==> config.mk <==
export PLATFORM = sky130hd
export DESIGN_NAME = bfds_ctrl
export DESIGN_NICKNAME = d
export VERILOG_FILES = /design/src/design/bfds_pkg.sv /design/src/design/bfds_ctrl.sv
export SDC_FILE = /design/constraint.sdc
export NUM_CORES = 1
export LEC_CHECK = 0
export BUFFER_PORTS_ARGS = -buffer_cell sky130_fd_sc_hd__buf_2
export CAP_MARGIN = 20
export CORE_AREA = 2 2 39 41
export CTS_BUF_LIST = sky130_fd_sc_hd__clkbuf_16
export CTS_CLUSTER_DIAMETER = 80
export CTS_CLUSTER_SIZE = 8
export DETAILED_ROUTE_END_ITERATION = 10
export DIE_AREA = 0 0 41 43
export SLEW_MARGIN = 30
export SYNTH_ARGS = -nofsm -noshare
export SYNTH_HDL_FRONTEND = slang
export SYNTH_SLANG_ARGS = --single-unit
==> constraint.sdc <==
create_clock -name clk -period 2.2 [get_ports clk]
set_clock_uncertainty 0.2 [all_clocks]
set_input_delay 0.44 -clock clk [delete_from_list [all_inputs] [get_ports clk]]
set_output_delay 0.44 -clock clk [all_outputs]
set_load 0.1 [all_outputs]
==> src/design/bfds_pkg.sv <==
// ----------------------------------------------------------------------------
// bfds_pkg
// Shared types and constants of the box-filter downscaler: pixel beats,
// register map, field widths and the command and status groups that join
// the controller to the datapath.
// ----------------------------------------------------------------------------
package bfds_pkg;

	// Channel and field widths fixed by the pixel format and the register map.
	localparam int PIX_W       = 8;
	localparam int CH_N        = 4;
	localparam int FACTOR_W    = 5;
	localparam int WIDTH_W     = 11;
	localparam int HEIGHT_W    = 13;
	localparam int MAX_HEIGHT  = 4096;

	// Defaults of the module parameters.
	localparam int MAX_WIDTH_DEF  = 1024;
	localparam int MAX_FACTOR_DEF = 16;

	// Register values after reset.
	localparam logic [FACTOR_W-1:0] FACTOR_X_RST   = 5'd2;
	localparam logic [FACTOR_W-1:0] FACTOR_Y_RST   = 5'd2;
	localparam logic [WIDTH_W-1:0]  SRC_WIDTH_RST  = 11'd1024;
	localparam logic [HEIGHT_W-1:0] SRC_HEIGHT_RST = 13'd768;

	// Configuration port.
	localparam int APB_DATA_W = 32;
	localparam int APB_ADDR_W = 4;

	typedef logic [1:0] reg_idx_t;
	localparam reg_idx_t REG_FACTOR_X   = 2'd0;
	localparam reg_idx_t REG_FACTOR_Y   = 2'd1;
	localparam reg_idx_t REG_SRC_WIDTH  = 2'd2;
	localparam reg_idx_t REG_SRC_HEIGHT = 2'd3;

	// Source pixel beat.
	typedef struct packed {
		logic [PIX_W-1:0] in_red;
		logic [PIX_W-1:0] in_green;
		logic [PIX_W-1:0] in_blue;
		logic [PIX_W-1:0] in_alpha;
	} pixel_in_t;

	// Downscaled pixel beat.
	typedef struct packed {
		logic [PIX_W-1:0] out_red;
		logic [PIX_W-1:0] out_green;
		logic [PIX_W-1:0] out_blue;
		logic [PIX_W-1:0] out_alpha;
		logic             frame_end;
	} pixel_out_t;

	// Commands from the controller to the datapath.
	typedef struct packed {
		logic accept;     // source beat taken: latch pixel, read sums, step counters
		logic update;     // write the accumulated sums back
		logic div_start;  // launch the averaging divide
		logic out_load;   // move the quotients into the output register
	} ctrl_cmd_t;

	// Status from the datapath to the controller.
	typedef struct packed {
		logic blk_done;   // the pixel in hand completes a block
		logic div_done;   // divider idle with its result ready
	} dp_status_t;

endpackage

==> src/design/bfds_ctrl.sv <==
// ----------------------------------------------------------------------------
// bfds_ctrl
// Controller of the downscaler: takes a source beat, sequences the sum
// write-back and the divide, and owns the output valid flag.
// ----------------------------------------------------------------------------
module bfds_ctrl import bfds_pkg::*; (
	input  logic       clk,
	input  logic       arst_n,
	input  logic       src_valid,
	output logic       src_stall,
	output logic       dst_valid,
	input  logic       dst_stall,
	input  dp_status_t status,
	output ctrl_cmd_t  cmd
);

	typedef enum logic [2:0] {
		ST_IDLE   = 3'b001,
		ST_UPDATE = 3'b010,
		ST_DIV    = 3'b100
	} state_t;

	state_t state_q, state_nxt;
	logic   out_valid_q;
	logic   out_free;

	// The output register can be refilled when empty or being emptied.
	assign out_free = !out_valid_q || !dst_stall;

	// Next state and commands.
	always_comb begin
		state_nxt     = state_q;
		cmd           = '0;
		case (state_q)
			ST_IDLE: begin
				if (src_valid) begin
					cmd.accept = 1'b1;
					state_nxt  = ST_UPDATE;
				end
			end
			ST_UPDATE: begin
				cmd.update = 1'b1;
				if (status.blk_done) begin
					cmd.div_start = 1'b1;
					state_nxt     = ST_DIV;
				end else begin
					state_nxt = ST_IDLE;
				end
			end
			ST_DIV: begin
				if (status.div_done && out_free) begin
					cmd.out_load = 1'b1;
					state_nxt    = ST_IDLE;
				end
			end
			default: begin
				state_nxt = ST_IDLE;
			end
		endcase
	end

	always_ff @(posedge clk or negedge arst_n) begin
		if (!arst_n) begin
			state_q     <= ST_IDLE;
			out_valid_q <= 1'b0;
		end else begin
			state_q <= state_nxt;
			if (cmd.out_load) begin
				out_valid_q <= 1'b1;
			end else if (!dst_stall) begin
				out_valid_q <= 1'b0;
			end
		end
	end

	assign src_stall = (state_q != ST_IDLE);
	assign dst_valid = out_valid_q;

endmodule

After elaboration in Yosys (flattened, before gate mapping):

Cells that the tools add are included.

* register bits: 4
* latch bits: 0
* RAM bits: 0
* bits in read-only memories: 0
* bits of input ports: 6
* output and inout bits: 6
* logic and storage cells: 26
* memories: 0

* add/sub/neg operators: 0
* $mul: 0
* div/mod/pow operators: 0
* magnitude comparators: 0
* equal/unequal tests: 7
* shift-type cells: 0
* mux-type cells: 12
* bitwise operators: 0
* reductions and logical operators: 5

Operators with widths (count)
* $mux W3: 3
* $pmux W3 S3: 1
* $mux W1: 7
* $ne A2 B2 Y1 const B: 2
* $eq A3 B1 Y1 const B: 1
* $eq A3 B2 Y1 const B: 1
* $eq A3 B3 Y1 const B: 1
* $ne A3 B1 Y1 const B: 1
* $logic_not A1 Y1: 2
* $mux W2: 1
* $ne A2 B1 Y1 const B: 1
* $reduce_and A2 Y1: 1
* $logic_and A1 B1 Y1: 1
* $logic_or A1 B1 Y1: 1

Logic depth before layout (Yosys ltp):

Gate-level depths: netlist (run 1).

* word-level depth: 6
* depth in mapped cells: 2
* gate-level depth less buffers: 2

Worst setup path before layout (run 1):

Ideal clock, no wire load.

* kind: register to output
* from: reg out_valid_q (netlist: dst_valid)
* to: out cmd[0] (netlist bit)
* data arrival time: 4186 ps
* required time: 1560 ps
* path slack: -2626 ps
* cell stages (with the launch flop): 3
* buffers on the path: 0
* path through: dfrtp_1 > a21bo_2 > nor4b_1

RTL lines
* start: declaration: line bfds_ctrl.sv:24 `logic out_valid_q;`
* start signal: assignment: line bfds_ctrl.sv:65 `out_valid_q <= 1'b0;`
* start signal: assignment: line bfds_ctrl.sv:69 `out_valid_q <= 1'b1;`
* start signal: assignment: line bfds_ctrl.sv:71 `out_valid_q <= 1'b0;`
* end: declaration: line bfds_ctrl.sv:14 `output ctrl_cmd_t cmd`

Worst setup path in the final report (run 1):

* from: reg state_q[0]
* to: out src_stall

* word-level cells in the longest chain between the ends: 1

Ends and longest elaborated chain
* start: declaration: line bfds_ctrl.sv:23 `state_t state_q, state_nxt;`
* start signal: assignment: line bfds_ctrl.sv:67 `state_q <= state_nxt;`
* $ne A3 B1 Y1: line bfds_ctrl.sv:76 `assign src_stall = (state_q != ST_IDLE);`
* end: declaration: line bfds_ctrl.sv:10 `output logic src_stall,`

No other way between the ends.

==> results.yml, run 1 <==
die:
  coreArea_sq_um: 1380
  die_w_um: 41
  die_y_um: 43
  rows: 14
  io_pins: 12
  dieArea_sq_um: 1760
  start_util_pct: 16.4
critical_path:
  cp-end-kind: "output port"
  critPathArrivalTime_ns: 1.49
  reg2reg_slack_ns: 0.79
  ff2ff_path_depth: 2
  start_kind: "flip-flop"
  timing.rr.end: "state_q[2]"
  crit_path_max_fanout: 7
  cp.required_ns: 1.56
  reg2reg_from: "state_q[0]"
  worstSetupPathType: "flip-flop to output port"
clock_network:
  clockBufferDepth: 2
  post_cts_buffers: 0
  holdBufCountCts: 1
  cts_resized: 0
  cts_htree_levels: 1
  clock_latency_ns: 0.23
  cts_made_buffers: 3
  cts_tree: "yes"
  clk_pin_slew_ns: 0.03
  cts_root_buf: "clkbuf_16"
  clock_sinks: 4
timing:
  fmax_mhz: 469
  period_minus_slack_ns: 2.13
  max_slew.worst_pin.slew_ns: 0.485
  maxSlewViolCount: 0
  rsz0062_at_grt: "no"
  finalHoldViolCount: 0
  slew_headroom_pct: 67.9
  holdWs_ns: 0.248
  period_share_pct: 97.0
  finalSetupViolations: 0
power:
  p_sw_share_pct: 36.6
  power.net_switching_w: 0.000224
  p_leak_nw: 0.210
  combPwrFrac_pct: 33.3
  p_int_w: 0.000388
  pwr_density_cell_nw_per_um2: 1320
  vdd_ir_drop_max_uv: 289
  power_frac_seq_pct: 19.1
  clockPowerShare_pct: 47.6
detailed_routing:
  first_pass_iters: 4
  drcViolationCount: 0
  ant_nets: 0
  vias_per_cell: 4.21
  drtIter0Drc: 3
  wire_per_inst_um: 12.6
  drt-total-wl_um: 590
  num_vias: 198
global_route:
  grt.total_usage_pct: 8.94
  grt_pass1_vias: 234
  grt_overflow: 0
  antenna_found_initial: 0
  grt_max_degree: 8
  grt_pass1_wl_um: 979
cells_and_area:
  fin_nets: 38
  areaGrowthSynthToFinish_pct: 105
  utilization_pct: 33.5
  drive_gt1_share_pct: 71.0
  fin_area_sq_um: 464
  antennaDiodeCount: 0
  layout_commonest_cell: "buf_2"
  layout_common_cells: "buf_2, clkbuf_16, buf_12"
yosys:
  syn_avg_cell_area_sq_um: 14.2
  yosysWarningCount: 0
  synth_top_area_share_pct: 33.1
  synthDistinctLibCells: 13
  yosysTopAreaCell: "dfrtp_1"
  syn_nets: 22
  ys_seq_elements: 4
  synth.area.top_cells: "dfrtp_1, dfstp_2, and4bb_1, and4bb_4, a211oi_2"
  ys_seq_area_share_pct: 44.8
  syn-instance-count: 16
  syn-cell-area_sq_um: 226
run_status:
  status: "complete, no violations"
placed_design:
  post-dp-hpwl_um: 368
  io_buffers: 11
  placed_area_sq_um: 375
  gp_congestion: 0.611
min_path:
  whs_path_depth: 2
  hp-class: "primary input to flip-flop"
  hold_end: "dst_valid"
  hp-start: "status[0]"
run:
  maxCapViolCount: 0
==> logic make-up after synthesis <==
kind of cell	synth area share (%)
AO/OA/AOI/OAI	17.1
buffers and inverters	3.32
flip-flops	44.8
AND/OR/NAND/NOR	34.8
==> power groups by stage <==
stage	Sequential [W]	Combinational [W]	Clock, W
finish	0.000117	0.000204	0.000291
CTS	0.000118	0.000206	0.000296
global route	0.000120	0.000211	0.000304
floorplan	0.000116	0.000158	0
global placement	0.000116	0.000204	0
detailed placement	0.000117	0.000203	0
==> per-layer routing <==
metal	routed length (um)	up-vias	track usage [%]
met1	221	99	8.39
met3	27	0	2.62
met4	0	0	12.0
li1	-	95	-
met5	0	-	0
met2	341	4	12.5
==> critical path, stage by stage (launching register included) <==
cell and delay (ns):
dfstp_2 0.62, or3b_1 0.35, buf_2 0.29
==> stage by stage <==
step	cells	TNS [ns]	worst slack, ns	power, W
CTS	47	0	0.0580	0.000620
detailed placement	42	0	0.260	0.000321
floorplan	16	-0.410	-0.410	0.000274
finish	47	0	0.0661	0.000612
global placement	42	0	0.269	0.000320
global route	47	0	0.0273	0.000635
==> worst max path at each step <==
stage | slack [ns] | end | startpoint | cells past startpoint
5_1_grt | 0.03 | src_stall | state_q[0] | 2
6_report | 0.07 | src_stall | state_q[0] | 2
3_5_place_dp | 0.26 | cmd[0] | dst_stall | 4
2_1_floorplan | -0.41 | cmd[0] | dst_valid | 2
3_3_place_gp | 0.27 | cmd[0] | dst_stall | 4
4_1_cts | 0.06 | src_stall | state_q[0] | 2
==> state kept, by name, summed over array words and instances (netlist names) <==
signal / flops
dst_valid: 1
state_q: 3
==> cells in the mapped netlist <==
| library cell | count |
|---|---|
| dfrtp_1 | 3 |
| and4bb_1 | 2 |
| a211oi_2 | 1 |
| a21bo_2 | 1 |
| a21o_1 | 1 |
| a22o_1 | 1 |
| and4bb_4 | 1 |
| buf_4 | 1 |
| dfstp_2 | 1 |
| nor3b_1 | 1 |
| nor3b_2 | 1 |
| nor4b_1 | 1 |
| or3b_1 | 1 |
==> layout make-up <==
type,instances,area (sq um)
timing repair buffer,12,110
multi-input combinational,11,150
tap,16,20.0
clock inverter,1,3.75
sequential,4,105
clock buffer,3,75.1
fill,138,920
(Power assumes the default switching activity.)
==> run 2, diff against run 1 <==
--- a/config.mk
+++ b/config.mk
@@ -13,6 +13,7 @@
 export CTS_CLUSTER_SIZE = 8
 export DETAILED_ROUTE_END_ITERATION = 10
 export DIE_AREA = 0 0 41 43
+export PLACE_DENSITY = 0.43
 export SLEW_MARGIN = 30
 export SYNTH_ARGS = -nofsm -noshare
 export SYNTH_HDL_FRONTEND = slang
==> results.yml, run 2 (same netlist as run 1, synthesis figures left out) <==
global_route:
  antenna_found_initial: 0
  grt_pass1_wl_um: 883
  grt.total_usage_pct: 7.86
  grt_overflow: 0
  grt_max_degree: 8
  grt_pass1_vias: 221
detailed_routing:
  wire_per_inst_um: 10.9
  num_vias: 198
  vias_per_cell: 4.21
  drcViolationCount: 0
  ant_nets: 0
  routed-wl-met3_um: 23
  wl_met1_um: 251
  drtIter0Drc: 0
  top_layer: "met4"
  drt-total-wl_um: 511
  first_pass_iters: 1
  met2_length_um: 220
critical_path:
  crit_path_max_fanout: 7
  worstSetupPathType: "flip-flop to output port"
  slowest_stage: "dfstp_2"
  cp-end-kind: "output port"
  cp.required_ns: 1.56
  slowest_delay_ns: 0.62
  start_kind: "flip-flop"
  critPathArrivalTime_ns: 1.50
  path_cells: "or3b_1 > buf_2"
clock_network:
  post_cts_buffers: 0
  cts_made_buffers: 3
  clock_latency_ns: 0.23
  cts_htree_levels: 1
  clockBufferDepth: 2
  cts_resized: 0
  clk_pin_slew_ns: 0.03
  cts_tree: "yes"
  clock_sinks: 4
  cts_root_buf: "clkbuf_16"
timing:
  rsz0062_at_grt: "no"
  period_minus_slack_ns: 2.14
  fin_setup_tns_ns: 0
  holdWs_ns: 0.251
  fmax_mhz: 467
  max_slew.worst_pin.slew_ns: 0.483
  period_share_pct: 97.4
  maxSlewViolCount: 0
  slew_headroom_pct: 68.0
  finalSetupViolations: 0
  finalHoldViolCount: 0
power:
  vdd_ir_drop_max_uv: 407
  p_leak_nw: 0.210
  pwr_density_cell_nw_per_um2: 1310
cells_and_area:
  areaGrowthSynthToFinish_pct: 105
  final.fill_count: 148
  antennaDiodeCount: 0
  register_area_sq_um: 105
  fin_nets: 38
  largest-register: "state_q"
  drive_gt1_share_pct: 71.0
  layout_commonest_cell: "buf_2"
  layout_common_cells: "buf_2, clkbuf_16, buf_12"
  multi_input_area_sq_um: 150
  largest_reg_flops: 3
die:
  coreArea_sq_um: 1380
  die_w_um: 41
  die_y_um: 43
  io_pins: 12
  rows: 14
  dieArea_sq_um: 1760
  start_util_pct: 16.4
placed_design:
  io_buffers: 11
  gp_congestion: 0.633
run_status:
  status: "complete, no violations"
min_path:
  hp-class: "primary input to flip-flop"
run:
  maxCapViolCount: 0
## run 2: cell counts in the layout (fill, tap and decap cells not counted)
Identical to the previous run, type by type.
## run 2: path summary, 6_finish.rpt
path	cells after the start	slack, ns	startpoint	to
max	2	0.06	state_q[0]	src_stall
min	2	0.25	status[0]	dst_valid
max reg2reg	2	0.79	state_q[0]	state_q[2]
min reg2reg	1	0.38	dst_valid	dst_valid
max in group asynchronous	2	1.25	arst_n	state_q[0]
min in group asynchronous	2	0.35	arst_n	state_q[1]
## run 2: critical path, delay by kind of cell, from the launching register on
family | cells | cell delay [ns]
buf+inv | 1 | 0.30
flops | 1 | 0.62
simple gates | 1 | 0.36
## run 2: power by group
| group | switching (W) | total (W) | internal [W] |
|---|---|---|---|
| registers | 0.0000273 | 0.000117 | 0.0000896 |
| logic | 0.000139 | 0.000203 | 0.0000638 |
| clock network | 0.0000529 | 0.000288 | 0.000235 |
| total | 0.000220 | 0.000608 | 0.000388 |
## run 2: metrics by stage
stage / std cells / setup WS, ns / instance area (sq um) / power [W] / util, %
finish: 47 / 0.0570 / 464 / 0.000608 / 33.5
global route: 47 / 0.00214 / 464 / 0.000630 / 33.5
CTS: 47 / 0.0432 / 464 / 0.000615 / 33.5
detailed placement: 42 / 0.255 / 375 / 0.000322 / 27.1
global placement: 42 / 0.264 / 375 / 0.000321 / 27.1
floorplan: 16 / -0.410 / 263 / 0.000274 / -
## run 2: what timing repair did
action | CTS | global route
hold buffers | 1 | 0
endpoints found under the setup margin | 0 | 0
endpoints found under the hold margin | 3 | 0
## run 2: per-layer routing
| metal | global-route usage (%) | vias to the layer above |
|---|---|---|
| met2 | 10.0 | 9 |
| met3 | 3.14 | 2 |
| met5 | 0 | - |
| li1 | - | 95 |
| met4 | 6.00 | 0 |
| met1 | 10.1 | 92 |
## run 2: area by class of cell
cell class,instances,share of cell area [%]
multi-input combinational,11,32.3
timing repair buffer,12,23.7
sequential,4,22.6
clock buffer,3,16.2
tap,16,4.31
clock inverter,1,0.809
